## src/design/cdrc_pkg.sv

```systemverilog
// Types, constants and helpers for the door release controller.
package cdrc_pkg;

  localparam int unsigned SWITCH_W   = 24;
  localparam int unsigned AGE_W      = 21;
  localparam int unsigned CFG_IDX_W  = 3;
  localparam int unsigned CFG_DATA_W = 24;

  typedef logic [AGE_W-1:0] age_t;

  typedef enum logic [1:0] {
    MODE_ARMED   = 2'd0,
    MODE_OPENING = 2'd1,
    MODE_SOLVED  = 2'd2
  } mode_e;

  typedef enum logic [CFG_IDX_W-1:0] {
    CFG_CORRECT_MASK    = 3'd0,
    CFG_SETTLE_TICKS    = 3'd1,
    CFG_PULSE_ON_TICKS  = 3'd2,
    CFG_PULSE_OFF_TICKS = 3'd3,
    CFG_TIMEOUT_MS      = 3'd4,
    CFG_SOLVED_WAIT     = 3'd5
  } cfg_idx_e;

  typedef struct packed {
    logic [SWITCH_W-1:0] correct_mask;
    logic [15:0]         settle_ticks;
    logic [15:0]         pulse_on_ticks;
    logic [15:0]         pulse_off_ticks;
    logic [19:0]         open_limit_ticks;
    logic [19:0]         solved_wait_ms;
  } cfg_t;

  localparam cfg_t CFG_RESET = '{
    correct_mask:     24'd0,
    settle_ticks:     16'd50,
    pulse_on_ticks:   16'd200,
    pulse_off_ticks:  16'd800,
    open_limit_ticks: 20'd10000,
    solved_wait_ms:   20'd5000
  };

  // Debounced pins and the switch match for one tick.
  typedef struct packed {
    logic lock_bit;
    logic button_bit;
    logic all_correct;
  } sense_t;

  localparam age_t AGE_MAX = {AGE_W{1'b1}};

  function automatic age_t age_inc(input age_t a);
    age_inc = (a == AGE_MAX) ? AGE_MAX : a + age_t'(1);
  endfunction

endpackage

```

## src/design/cdrc_if.sv

```systemverilog
// Channel interfaces: tick input, result output and configuration write.
interface cdrc_tick_if
  import cdrc_pkg::*;
();
  logic                valid;
  logic                ready;
  logic                lock_pin;
  logic                button_pin;
  logic [SWITCH_W-1:0] switch_pins;

  modport source (output valid, lock_pin, button_pin, switch_pins, input ready);
  modport sink   (input valid, lock_pin, button_pin, switch_pins, output ready);
endinterface

interface cdrc_result_if;
  logic       valid;
  logic       ready;
  logic       relay_drive;
  logic [1:0] machine_state;
  logic       all_correct;
  logic       lock_bit;
  logic       button_bit;

  modport source (output valid, relay_drive, machine_state, all_correct, lock_bit,
                  button_bit, input ready);
  modport sink   (input valid, relay_drive, machine_state, all_correct, lock_bit,
                  button_bit, output ready);
endinterface

interface cdrc_cfg_if
  import cdrc_pkg::*;
();
  logic                  valid;
  logic                  ready;
  logic [CFG_IDX_W-1:0]  index;
  logic [CFG_DATA_W-1:0] data;

  modport source (output valid, index, data, input ready);
  modport sink   (input valid, index, data, output ready);
endinterface

```

## src/design/cdrc_debounce.sv

```systemverilog
// Debouncer for one pin: last level plus a saturating stable-age counter.
module cdrc_debounce
  import cdrc_pkg::*;
(
  input  logic        clk_i,
  input  logic        rst_ni,
  input  logic        step_i,
  input  logic        pin_i,
  input  logic [15:0] settle_ticks_i,
  output logic        bit_o
);

  logic last_q, last_d;
  age_t age_q, age_d;

  always_comb begin
    if (pin_i != last_q) begin
      last_d = pin_i;
      age_d  = '0;
    end else begin
      last_d = last_q;
      age_d  = age_inc(age_q);
    end
    bit_o = (age_d > {{(AGE_W-16){1'b0}}, settle_ticks_i}) ? last_d : 1'b0;
  end

  always_ff @(posedge clk_i or negedge rst_ni) begin
    if (!rst_ni) begin
      last_q <= 1'b0;
      age_q  <= '0;
    end else if (step_i) begin
      last_q <= last_d;
      age_q  <= age_d;
    end
  end

endmodule

```

## src/design/cdrc_ctrl.sv

```systemverilog
// Armed / opening / solved-wait state machine with relay pulse timing.
module cdrc_ctrl
  import cdrc_pkg::*;
(
  input  logic   clk_i,
  input  logic   rst_ni,
  input  logic   step_i,
  input  sense_t sense_i,
  input  cfg_t   cfg_i,
  output logic   relay_o,
  output mode_e  mode_o
);

  mode_e mode_q, mode_d;
  age_t  open_age_q, open_age_d;
  age_t  pulse_age_q, pulse_age_d;
  age_t  wait_age_q, wait_age_d;
  logic  pulse_started_q, pulse_started_d;
  logic  relay_q, relay_d;
  logic [16:0] period;

  assign period = {1'b0, cfg_i.pulse_on_ticks} + {1'b0, cfg_i.pulse_off_ticks};

  always_comb begin
    mode_d          = mode_q;
    open_age_d      = open_age_q;
    pulse_age_d     = pulse_age_q;
    wait_age_d      = wait_age_q;
    pulse_started_d = pulse_started_q;
    relay_d         = relay_q;

    case (mode_q)
      MODE_OPENING: begin
        if (!pulse_started_q) begin
          pulse_started_d = 1'b1;
          pulse_age_d     = '0;
        end
        if (!sense_i.lock_bit ||
            open_age_q > {{(AGE_W-20){1'b0}}, cfg_i.open_limit_ticks}) begin
          relay_d    = 1'b0;
          mode_d     = MODE_SOLVED;
          wait_age_d = '0;
        end else begin
          // restart the pulse once a full on+off period has run
          if (pulse_age_d > {{(AGE_W-17){1'b0}}, period}) begin
            pulse_age_d = '0;
            relay_d     = 1'b1;
          end
          if (pulse_age_d > {{(AGE_W-16){1'b0}}, cfg_i.pulse_on_ticks}) begin
            relay_d = 1'b0;
          end
          open_age_d = age_inc(open_age_q);
        end
      end
      MODE_SOLVED: begin
        if (wait_age_q >= {{(AGE_W-20){1'b0}}, cfg_i.solved_wait_ms}) begin
          mode_d = MODE_ARMED;
        end else begin
          wait_age_d = age_inc(wait_age_q);
        end
      end
      default: begin
        mode_d = MODE_ARMED;
        if (sense_i.all_correct || sense_i.button_bit) begin
          mode_d     = MODE_OPENING;
          open_age_d = '0;
        end
      end
    endcase

    if (pulse_started_d) begin
      pulse_age_d = age_inc(pulse_age_d);
    end

    relay_o = relay_d;
    mode_o  = mode_d;
  end

  always_ff @(posedge clk_i or negedge rst_ni) begin
    if (!rst_ni) begin
      mode_q          <= MODE_ARMED;
      open_age_q      <= '0;
      pulse_age_q     <= '0;
      wait_age_q      <= '0;
      pulse_started_q <= 1'b0;
      relay_q         <= 1'b0;
    end else if (step_i) begin
      mode_q          <= mode_d;
      open_age_q      <= open_age_d;
      pulse_age_q     <= pulse_age_d;
      wait_age_q      <= wait_age_d;
      pulse_started_q <= pulse_started_d;
      relay_q         <= relay_d;
    end
  end

endmodule

```

## src/design/combination_door_release_controller_core.sv

```systemverilog
// Top level of the combination door release controller.
//
//   channel   dir  handshake     word
//   tick_i    in   valid/ready   lock_pin, button_pin, switch_pins
//   result_o  out  valid/ready   relay_drive, machine_state, all_correct,
//                                lock_bit, button_bit
//   cfg_i     in   valid/ready   index, data (always ready)
//
// A tick word is registered on acceptance and its step runs when it advances
// into the result register, one word per cycle while the result is not stalled.
// The step is a debounce compare, a match of up to 24 switch bits and the state update.
// Reset clears valid flags, debounce and controller state and loads the
// configuration defaults. A stalled result holds; the input stage keeps
// accepting while the result register can drain.
module combination_door_release_controller_core
  import cdrc_pkg::*;
#(
  parameter int unsigned SWITCH_COUNT = 24
) (
  input  logic        clk_i,
  input  logic        rst_ni,
  cdrc_tick_if.sink   tick_i,
  cdrc_result_if.source result_o,
  cdrc_cfg_if.sink    cfg_i
);

  localparam int unsigned CMP_W = (SWITCH_COUNT < SWITCH_W) ? SWITCH_COUNT : SWITCH_W;

  cfg_t cfg_q;

  logic                s1_valid_q;
  logic                s1_lock_q;
  logic                s1_button_q;
  logic [SWITCH_W-1:0] s1_switch_q;

  logic       out_valid_q;
  logic       out_relay_q;
  logic [1:0] out_state_q;
  sense_t     out_sense_q;

  logic   advance;
  logic   tick_acc;
  sense_t sense;
  logic   relay_next;
  mode_e  mode_next;

  assign advance      = s1_valid_q && (!out_valid_q || result_o.ready);
  assign tick_i.ready = !s1_valid_q || advance;
  assign tick_acc     = tick_i.valid && tick_i.ready;
  assign cfg_i.ready  = 1'b1;

  always_ff @(posedge clk_i or negedge rst_ni) begin
    if (!rst_ni) begin
      cfg_q <= CFG_RESET;
    end else if (cfg_i.valid) begin
      case (cfg_i.index)
        CFG_CORRECT_MASK:    cfg_q.correct_mask     <= cfg_i.data;
        CFG_SETTLE_TICKS:    cfg_q.settle_ticks     <= cfg_i.data[15:0];
        CFG_PULSE_ON_TICKS:  cfg_q.pulse_on_ticks   <= cfg_i.data[15:0];
        CFG_PULSE_OFF_TICKS: cfg_q.pulse_off_ticks  <= cfg_i.data[15:0];
        CFG_TIMEOUT_MS:      cfg_q.open_limit_ticks <= cfg_i.data[19:0];
        CFG_SOLVED_WAIT:     cfg_q.solved_wait_ms   <= cfg_i.data[19:0];
        default: ;
      endcase
    end
  end

  // input stage
  always_ff @(posedge clk_i or negedge rst_ni) begin
    if (!rst_ni) begin
      s1_valid_q <= 1'b0;
    end else if (tick_acc) begin
      s1_valid_q <= 1'b1;
    end else if (advance) begin
      s1_valid_q <= 1'b0;
    end
  end

  always_ff @(posedge clk_i) begin
    if (tick_acc) begin
      s1_lock_q   <= tick_i.lock_pin;
      s1_button_q <= tick_i.button_pin;
      s1_switch_q <= tick_i.switch_pins;
    end
  end

  cdrc_debounce u_lock_db (
    .clk_i          (clk_i),
    .rst_ni         (rst_ni),
    .step_i         (advance),
    .pin_i          (s1_lock_q),
    .settle_ticks_i (cfg_q.settle_ticks),
    .bit_o          (sense.lock_bit)
  );

  cdrc_debounce u_button_db (
    .clk_i          (clk_i),
    .rst_ni         (rst_ni),
    .step_i         (advance),
    .pin_i          (s1_button_q),
    .settle_ticks_i (cfg_q.settle_ticks),
    .bit_o          (sense.button_bit)
  );

  // switches are active low; only the populated ones take part
  assign sense.all_correct = ((~s1_switch_q[CMP_W-1:0]) == cfg_q.correct_mask[CMP_W-1:0]);

  cdrc_ctrl u_ctrl (
    .clk_i   (clk_i),
    .rst_ni  (rst_ni),
    .step_i  (advance),
    .sense_i (sense),
    .cfg_i   (cfg_q),
    .relay_o (relay_next),
    .mode_o  (mode_next)
  );

  // result register
  always_ff @(posedge clk_i or negedge rst_ni) begin
    if (!rst_ni) begin
      out_valid_q <= 1'b0;
    end else if (advance) begin
      out_valid_q <= 1'b1;
    end else if (result_o.ready) begin
      out_valid_q <= 1'b0;
    end
  end

  always_ff @(posedge clk_i) begin
    if (advance) begin
      out_relay_q <= relay_next;
      out_state_q <= mode_next;
      out_sense_q <= sense;
    end
  end

  assign result_o.valid         = out_valid_q;
  assign result_o.relay_drive   = out_relay_q;
  assign result_o.machine_state = out_state_q;
  assign result_o.all_correct   = out_sense_q.all_correct;
  assign result_o.lock_bit      = out_sense_q.lock_bit;
  assign result_o.button_bit    = out_sense_q.button_bit;

endmodule

```

## src/flat_wrapper.sv

```systemverilog
// flat-port wrapper written by rule: the top's interface ports become plain ports
module combination_door_release_controller_core_flat import cdrc_pkg::*;
#(
  parameter int unsigned SWITCH_COUNT = 24
)
  (clk_i, rst_ni, tick_i_valid, tick_i_lock_pin, tick_i_button_pin, tick_i_switch_pins, tick_i_ready, result_o_valid, result_o_relay_drive, result_o_machine_state, result_o_all_correct, result_o_lock_bit, result_o_button_bit, result_o_ready, cfg_i_valid, cfg_i_index, cfg_i_data, cfg_i_ready);
  cdrc_tick_if tick_i_i ();
  cdrc_result_if result_o_i ();
  cdrc_cfg_if cfg_i_i ();
  input  logic clk_i;
  input  logic rst_ni;
  input wire logic [$bits(tick_i_i.valid)-1:0] tick_i_valid;
  input wire logic [$bits(tick_i_i.lock_pin)-1:0] tick_i_lock_pin;
  input wire logic [$bits(tick_i_i.button_pin)-1:0] tick_i_button_pin;
  input wire logic [$bits(tick_i_i.switch_pins)-1:0] tick_i_switch_pins;
  output wire logic [$bits(tick_i_i.ready)-1:0] tick_i_ready;
  output wire logic [$bits(result_o_i.valid)-1:0] result_o_valid;
  output wire logic [$bits(result_o_i.relay_drive)-1:0] result_o_relay_drive;
  output wire logic [$bits(result_o_i.machine_state)-1:0] result_o_machine_state;
  output wire logic [$bits(result_o_i.all_correct)-1:0] result_o_all_correct;
  output wire logic [$bits(result_o_i.lock_bit)-1:0] result_o_lock_bit;
  output wire logic [$bits(result_o_i.button_bit)-1:0] result_o_button_bit;
  input wire logic [$bits(result_o_i.ready)-1:0] result_o_ready;
  input wire logic [$bits(cfg_i_i.valid)-1:0] cfg_i_valid;
  input wire logic [$bits(cfg_i_i.index)-1:0] cfg_i_index;
  input wire logic [$bits(cfg_i_i.data)-1:0] cfg_i_data;
  output wire logic [$bits(cfg_i_i.ready)-1:0] cfg_i_ready;
  assign tick_i_i.valid = tick_i_valid;
  assign tick_i_i.lock_pin = tick_i_lock_pin;
  assign tick_i_i.button_pin = tick_i_button_pin;
  assign tick_i_i.switch_pins = tick_i_switch_pins;
  assign tick_i_ready = tick_i_i.ready;
  assign result_o_valid = result_o_i.valid;
  assign result_o_relay_drive = result_o_i.relay_drive;
  assign result_o_machine_state = result_o_i.machine_state;
  assign result_o_all_correct = result_o_i.all_correct;
  assign result_o_lock_bit = result_o_i.lock_bit;
  assign result_o_button_bit = result_o_i.button_bit;
  assign result_o_i.ready = result_o_ready;
  assign cfg_i_i.valid = cfg_i_valid;
  assign cfg_i_i.index = cfg_i_index;
  assign cfg_i_i.data = cfg_i_data;
  assign cfg_i_ready = cfg_i_i.ready;
  combination_door_release_controller_core #(.SWITCH_COUNT(SWITCH_COUNT)) u_core (.clk_i(clk_i), .rst_ni(rst_ni), .tick_i(tick_i_i), .result_o(result_o_i), .cfg_i(cfg_i_i));
endmodule
```

## config.mk

```make
export PLATFORM = sky130hd
export DESIGN_NAME = combination_door_release_controller_core_flat
export DESIGN_NICKNAME = d
export VERILOG_FILES = /design/src/design/cdrc_pkg.sv /design/src/design/cdrc_if.sv /design/src/design/cdrc_debounce.sv /design/src/design/cdrc_ctrl.sv /design/src/design/combination_door_release_controller_core.sv /design/src/flat_wrapper.sv
export SDC_FILE = /design/constraint.sdc
export NUM_CORES = 1
export LEC_CHECK = 0
export ABC_AREA = 1
export BUFFER_PORTS_ARGS = -buffer_cell sky130_fd_sc_hd__buf_2
export CORE_ASPECT_RATIO = 0.9
export CORE_MARGIN = 2
export CORE_UTILIZATION = 57
export CTS_CLUSTER_SIZE = 12
export DETAILED_ROUTE_END_ITERATION = 10
export PLACE_DENSITY = 0.84
export SLEW_MARGIN = 0
export SYNTH_ARGS = -nofsm -noshare
export SYNTH_HDL_FRONTEND = slang
export SYNTH_SLANG_ARGS = --single-unit
export TNS_END_PERCENT = 30
```

## constraint.sdc

```tcl
create_clock -name clk_i -period 5.2 [get_ports clk_i]
set_input_delay 0.52 -clock clk_i [delete_from_list [all_inputs] [get_ports clk_i]]
set_output_delay 0.52 -clock clk_i [all_outputs]
set_load 0.02 [all_outputs]
```

Word level (Yosys, flattened, before mapping):

Cells that the tools add are included.

* register bits: 257
* latch bits: 0
* RAM bits: 0
* memory bits (read-only): 0
* input bits: 58
* output and inout bits: 9
* logic and storage cells: 118
* memories: 0

* add/sub/neg operators: 6
* multiply operators: 0
* div/mod/pow operators: 0
* $lt $le $gt $ge: 6
* eq/ne operators: 18
* shift-type cells: 0
* multiplexer cells: 38
* bitwise logic cells: 2
* reductions and logical operators: 22

Operators with widths (count)
* 21-bit two-way mux: 19
* 21-bit by 1-bit adder with 21-bit output (second input constant): 5
* 21-bit equality test (second input constant): 5
* 21-bit one-hot mux with 2 select lines: 2
* 21-bit by 16-bit > comparator with 1-bit output: 3
* 24-bit equality test: 1
* 24-bit NOT: 1
* 21-bit by 20-bit >= comparator with 1-bit output: 1
* 21-bit by 17-bit > comparator with 1-bit output: 1
* 21-bit by 20-bit > comparator with 1-bit output: 1
* 16-bit by 16-bit adder with 17-bit output: 1
* 1-bit two-way mux: 14
* 2-bit AND reduction: 6
* 4-bit AND reduction: 2
* 2-bit nonzero test: 4
* 3-bit by 2-bit equality test with 1-bit output (second input constant): 2
* 3-bit equality test (second input constant): 2
* 2-bit != test (second input constant): 3
* 1-bit logical OR: 4
* 2-bit two-way mux: 2
* 2-bit one-hot mux with 2 select lines: 1
* 3-bit by 1-bit equality test with 1-bit output (second input constant): 1
* 1-bit zero test: 3
* 3-bit zero test: 1
* other kinds (5): 7

Logic depth before layout (Yosys ltp):

* depth in word-level cells: 14
* mapped depth: 40
* depth with buffers taken out: 39

Hierarchy:

Synthesis repeated with hierarchy kept, for this count alone.

* cell total of the unflattened synthesis: 2209
* area, all modules: 16831.1 um^2

By module, submodules not included
* cdrc_ctrl: instances 1, cells an instance 1063, area each 7160.6 um^2, sequential area each 1676.6 um^2
* combination_door_release_controller_core: instances 1, cells an instance 542, area each 5650.4 um^2, sequential area each 3837.4 um^2
* cdrc_debounce (u_core.u_button_db): instances 1, cells an instance 302, area each 2018.2 um^2, sequential area each 550.5 um^2
* cdrc_debounce (u_core.u_lock_db): instances 1, cells an instance 302, area each 2001.9 um^2, sequential area each 550.5 um^2

Least setup slack after synthesis:

OpenSTA, ideal clock, no wires.

* kind: reg2reg
* start: reg u_core.cfg_q[56] (netlist name)
* end: reg u_core.u_ctrl.relay_q
* setup time: 0.083 ns
* arrival time: 5.090 ns
* data required time: 5.117 ns
* setup slack: 0.028 ns
* cell stages (with the launch flop): 40
* buffers on the path: 1
* period minus slack after synthesis: 5.172 ns
* cells stage by stage: dfrtp_1 -> ha_1 -> inv_1 -> fa_1 -> inv_1 -> a31oi_1 -> o21ai_0 -> a21oi_1 -> o21bai_1 -> a21oi_1 -> o21bai_1 -> a21oi_1 -> o21ai_0 -> a21o_1 -> a21oi_1 -> ha_1 -> nand4_1 -> nor2_1 -> [... 4 more ...] -> buf_1 -> nor2_1 -> ha_1 -> a21oi_1 -> o21ai_0 -> a21oi_1 -> nor2_1 -> nor2_1 -> nor2_1 -> o21ai_0 -> nand2_1 -> nand2_1 -> nand2_1 -> a21oi_1 -> o21ai_0 -> o22ai_1 -> nand2_1 -> o21ai_0

* cells in the longest elaborated chain, start to end: 9

RTL lines
* start: declaration: line combination_door_release_controller_core.sv:29 `cfg_t cfg_q;`
* 16-bit by 16-bit adder with 17-bit output: line cdrc_ctrl.sv:22 `assign period = {1'b0, cfg_i.pulse_on_ticks} + {1'b0, cfg_i.pulse_off_ticks};`
* 21-bit by 17-bit > comparator with 1-bit output: line cdrc_ctrl.sv:45 `if (pulse_age_d > {{(AGE_W-17){1'b0}}, period}) begin`
* 21-bit two-way mux: line cdrc_ctrl.sv:45
* 21-bit two-way mux: line cdrc_ctrl.sv:38 `if (!sense_i.lock_bit ||`
* 21-bit two-way mux: line cdrc_ctrl.sv:32 `case (mode_q)`
* 21-bit by 16-bit > comparator with 1-bit output: line cdrc_ctrl.sv:49 `if (pulse_age_d > {{(AGE_W-16){1'b0}}, cfg_i.pulse_on_ticks}) begin`
* 1-bit two-way mux *: line cdrc_ctrl.sv:49
* 1-bit two-way mux *: line cdrc_ctrl.sv:38
* 1-bit two-way mux *: line cdrc_ctrl.sv:32
* named net u_core.relay_next: line combination_door_release_controller_core.sv:44 `logic relay_next;`
* end signal: assignment: line cdrc_ctrl.sv:93 `relay_q <= relay_d;`
* end: declaration: line cdrc_ctrl.sv:19 `logic relay_q, relay_d;`

The timed path passes the listed nets; every way through them passes the cells marked *. The select of a mux whose other input is x is not followed.
A chain may end at the register's enable or synchronous reset.

Worst setup path after layout:

* start: reg u_core.cfg_q[62] (netlist name)
* end: reg u_core.u_ctrl.relay_q

Same word-level chain as after synthesis.

==> results.json <==
{
  "r2r_slack_ns": -0.02,
  "hold_class": "in -> async",
  "clock_skew_ns": 0.0215,
  "switching_share": 0.390,
  "hold_ws_ns": 0.00915,
  "start_kind": "register",
  "postSynthAreaPerCell_um2": 7.88,
  "crit_path_max_incr_delay_ns": 0.57,
  "worst_slew_pin_slew_ns": 1.22,
  "clkSinkCount": 257,
  "failed_checks": "negative setup slack",
  "clock_insertion_delay_worst_skew_ns": 0.57,
  "peakVddDrop_mv": 0.342,
  "fin_crit_ns": 5.22,
  "yosys_warnings": 0,
  "power.internal_mw": 4.82,
  "synth_compound_area_frac": 0.127,
  "final_util": 0.655,
  "grt_pass1_vias": 13900,
  "fin_ws_ns": -0.0228,
  "fin_crit_sh": 1.00,
  "avgRoutedWirePerCell_um": 16.7,
  "regToRegEndpoint": "u_core.u_ctrl.relay_q",
  "crit_type": "reg -> reg",
  "synth.cell_area_mm2": 0.0164,
  "antenna_found_initial": 1,
  "pwr-share-comb": 0.370,
  "endpoint": "u_core.u_ctrl.relay_q",
  "diodes": 0,
  "crit_cells": 37,
  "synth-xor-area-share": 0.0482,
  "ys.flop_type": "dfrtp_1",
  "synth_cells": 2077,
  "power_density_mw_per_mm2": 430,
  "synthToLayoutAreaGrowth_pct": 12.3,
  "drt_pass1_iterations": 6,
  "layout_common_cells": "498 x nand2_1, 289 x inv_1, 217 x o21ai_0",
  "leakagePower_nw": 8.97,
  "route.vias.total": 14500,
  "hold_buffers": 0,
  "grt_pass1_wl_um": 68600,
  "muxShareOfSynthArea": 0.00336,
  "cp_num_buf_inv": 2,
  "crit_top_cell": "nand2_1",
  "slew_viol_final": 0,
  "coreArea_mm2": 0.0281,
  "cts_root_buf": "clkbuf_16",
  "drive_gt1_frac": 0.125,
  "pwr-share-clk": 0.263,
  "synth_seq_cells": 257,
  "r2r_start": "u_core.cfg_q[62]",
  "critical_path.top_delay_family": "compound AO/OA/AOI/OAI gates",
  "slew-limit-headroom": 0.182,
  "die_y_um": 165,
  "port_buffers": 65,
  "final_common_cell": "nand2_1",
  "synthArstFlopShare": 0.875,
  "setup_viol": 2,
  "endpoint_kind": "register",
  "crit_slowest_cell": "dfstp_2",
  "rsz0062_at_grt": "true",
  "maxCapViolCount": 0,
  "worstRegToRegCells": 37,
  "ios": 67,
  "seq_power_share": 0.367,
  "die_w_um": 183,
  "synth_fa_ha_area_frac": 0.102,
  "path_max_fanout": 6,
  "place.gp.congestion": 0.920,
  "yosysSeqAreaShare": 0.404,
  "via_per_inst": 5.71,
  "synth_edf_count": 32,
  "crit_arrival_ns": 5.71,
  "setup.worst_path.start": "u_core.cfg_q[62]",
  "dp.final_hpwl_um": 30000,
  "power.switching_mw": 3.09,
  "htree_num_levels": 1,
  "cts_buffer_depth": 3,
  "hold_viol": 0,
  "synth_top_family_by_area": "simple AND/OR/NAND/NOR gates",
  "design_area_mm2": 0.0184,
  "rows": 58,
  "grt_max_degree": 112,
  "syn_nets": 2268,
  "track_usage": 0.283,
  "synth-simple-area-share": 0.231,
  "clk_pin_slew_ns": 0.06,
  "crit_required_ns": 5.69,
  "final_nets": 2344,
  "p_total_mw": 7.91,
  "grt_remaining_overflow": 0,
  "fmax_mhz": 191,
  "ant_nets": 0,
  "cts_tree": "built",
  "drt-initial-drc-count": 1352,
  "dpl_cell_area_mm2": 0.0171,
  "dieArea_mm2": 0.0301,
  "initial_core_util": 0.583,
  "wl_um": 42200,
  "synth_cell_types": 60,
  "outcome": "finished with violations",
  "drc_errors": 0,
  "cts_buffers": 28
}
==> synth_stat cells, types with 9 or more instances <==
master	n	area, um^2
nand2_1	503	1890
inv_1	290	1090
o21ai_0	224	1120
dfrtp_1	206	5150
nor2_1	134	503
ha_1	132	1650
a21oi_1	98	490
nand3_1	68	340
xor2_1	61	534
clkbuf_1	44	165
nand4_1	35	219
edfxtp_1	32	961
xnor2_1	29	254
nor3_1	27	135
dfstp_2	19	499
nor4_1	15	93.8
o21ai_1	12	60.1
nand3_2	11	110
o211ai_1	11	82.6
nor2_2	9	56.3
or2_2	9	56.3
==> routing by layer <==
metal,GRT usage,share of wire,vias to the layer above
li1,-,-,6914
met3,0.0348,0.074,92
met1,0.386,0.43,6836
met4,0.0990,0.032,0
met5,0,0,-
met2,0.470,0.46,626
==> metrics by stage <==
step	worst slack [ns]	cells	setup TNS, ns
3_3_place_gp	0.0260	2468	0
4_1_cts	0.00177	2528	0
2_1_floorplan	0.0277	2077	0
3_5_place_dp	-0.306	2468	-4.08
5_1_grt	-0.447	2535	-4.78
6_report	-0.0228	2535	-0.0236
==> sequential cells by signal (all words and copies together), names as in the netlist <==
signal,flops
u_core.s1_button_q,1
u_core.result_o.machine_state,2
u_core.u_ctrl.pulse_age_q,21
u_core.u_lock_db.age_q,21
u_core.s1_lock_q,1
u_core.u_lock_db.last_q,1
u_core.u_ctrl.wait_age_q,21
u_core.u_button_db.last_q,1
u_core.s1_switch_q,24
u_core.result_o.lock_bit,1
u_core.result_o.relay_drive,1
u_core.cfg_q,112
u_core.result_o.valid,1
u_core.result_o.button_bit,1
u_core.u_button_db.age_q,21
u_core.u_ctrl.open_age_q,21
u_core.result_o.all_correct,1
u_core.s1_valid_q,1
u_core.u_ctrl.mode_q,2
u_core.u_ctrl.pulse_started_q,1
u_core.u_ctrl.relay_q,1
==> how the worst min path moves through the flow <==
stage / start / to / slack, ns / depth (start not counted)
after CTS: rst_ni / u_core.u_ctrl.open_age_q[13] / 0.09 / 1
final: rst_ni / u_core.u_button_db.age_q[20] / 0.009 / 1
after floorplan: rst_ni / u_core.cfg_q[0] / 0.22 / 0
after global routing: tick_i_switch_pins[11] / u_core.s1_switch_q[11] / 0.11 / 1
after detailed placement: u_core.u_lock_db.age_q[20] / u_core.u_lock_db.age_q[20] / 0.47 / 2
after global placement: u_core.cfg_q[86] / u_core.cfg_q[86] / 0.47 / 2
==> cells by family after synthesis <==
logic type	Yosys count
buf+inv	357
mux	5
xor+xnor	90
simple gates	849
flops	257
fa+ha+maj	133
compound gates	385
other cells	1
==> power by group through the flow <==
stage               clock (mW)  sequential [mW]  combinational (mW)
floorplan                    0             2.78                2.05
global placement             0             2.88                2.54
detailed placement           0             2.90                2.71
CTS                       2.09             2.88                2.79
global route              2.18             2.94                3.32
finish                    2.08             2.90                2.93
==> area by class of cell <==
cell class	count	area, um^2
well taps	360	450
repair buffers	104	652
inverters	298	1120
flip-flops and latches	257	6620
clock buffers	40	766
clock inverters	12	185
multi-input cells	1464	8590
fillers	2199	9700
==> timing repair <==
item / CTS / global route
pin swaps: 16 / 37
hold endpoints to repair: 0 / 0
cloned: 0 / 1
gates resized for setup: 16 / 37
setup endpoints to repair: 21 / 31
setup buffers: 8 / 6
No activity file was read; power rests on OpenSTA's default activity.
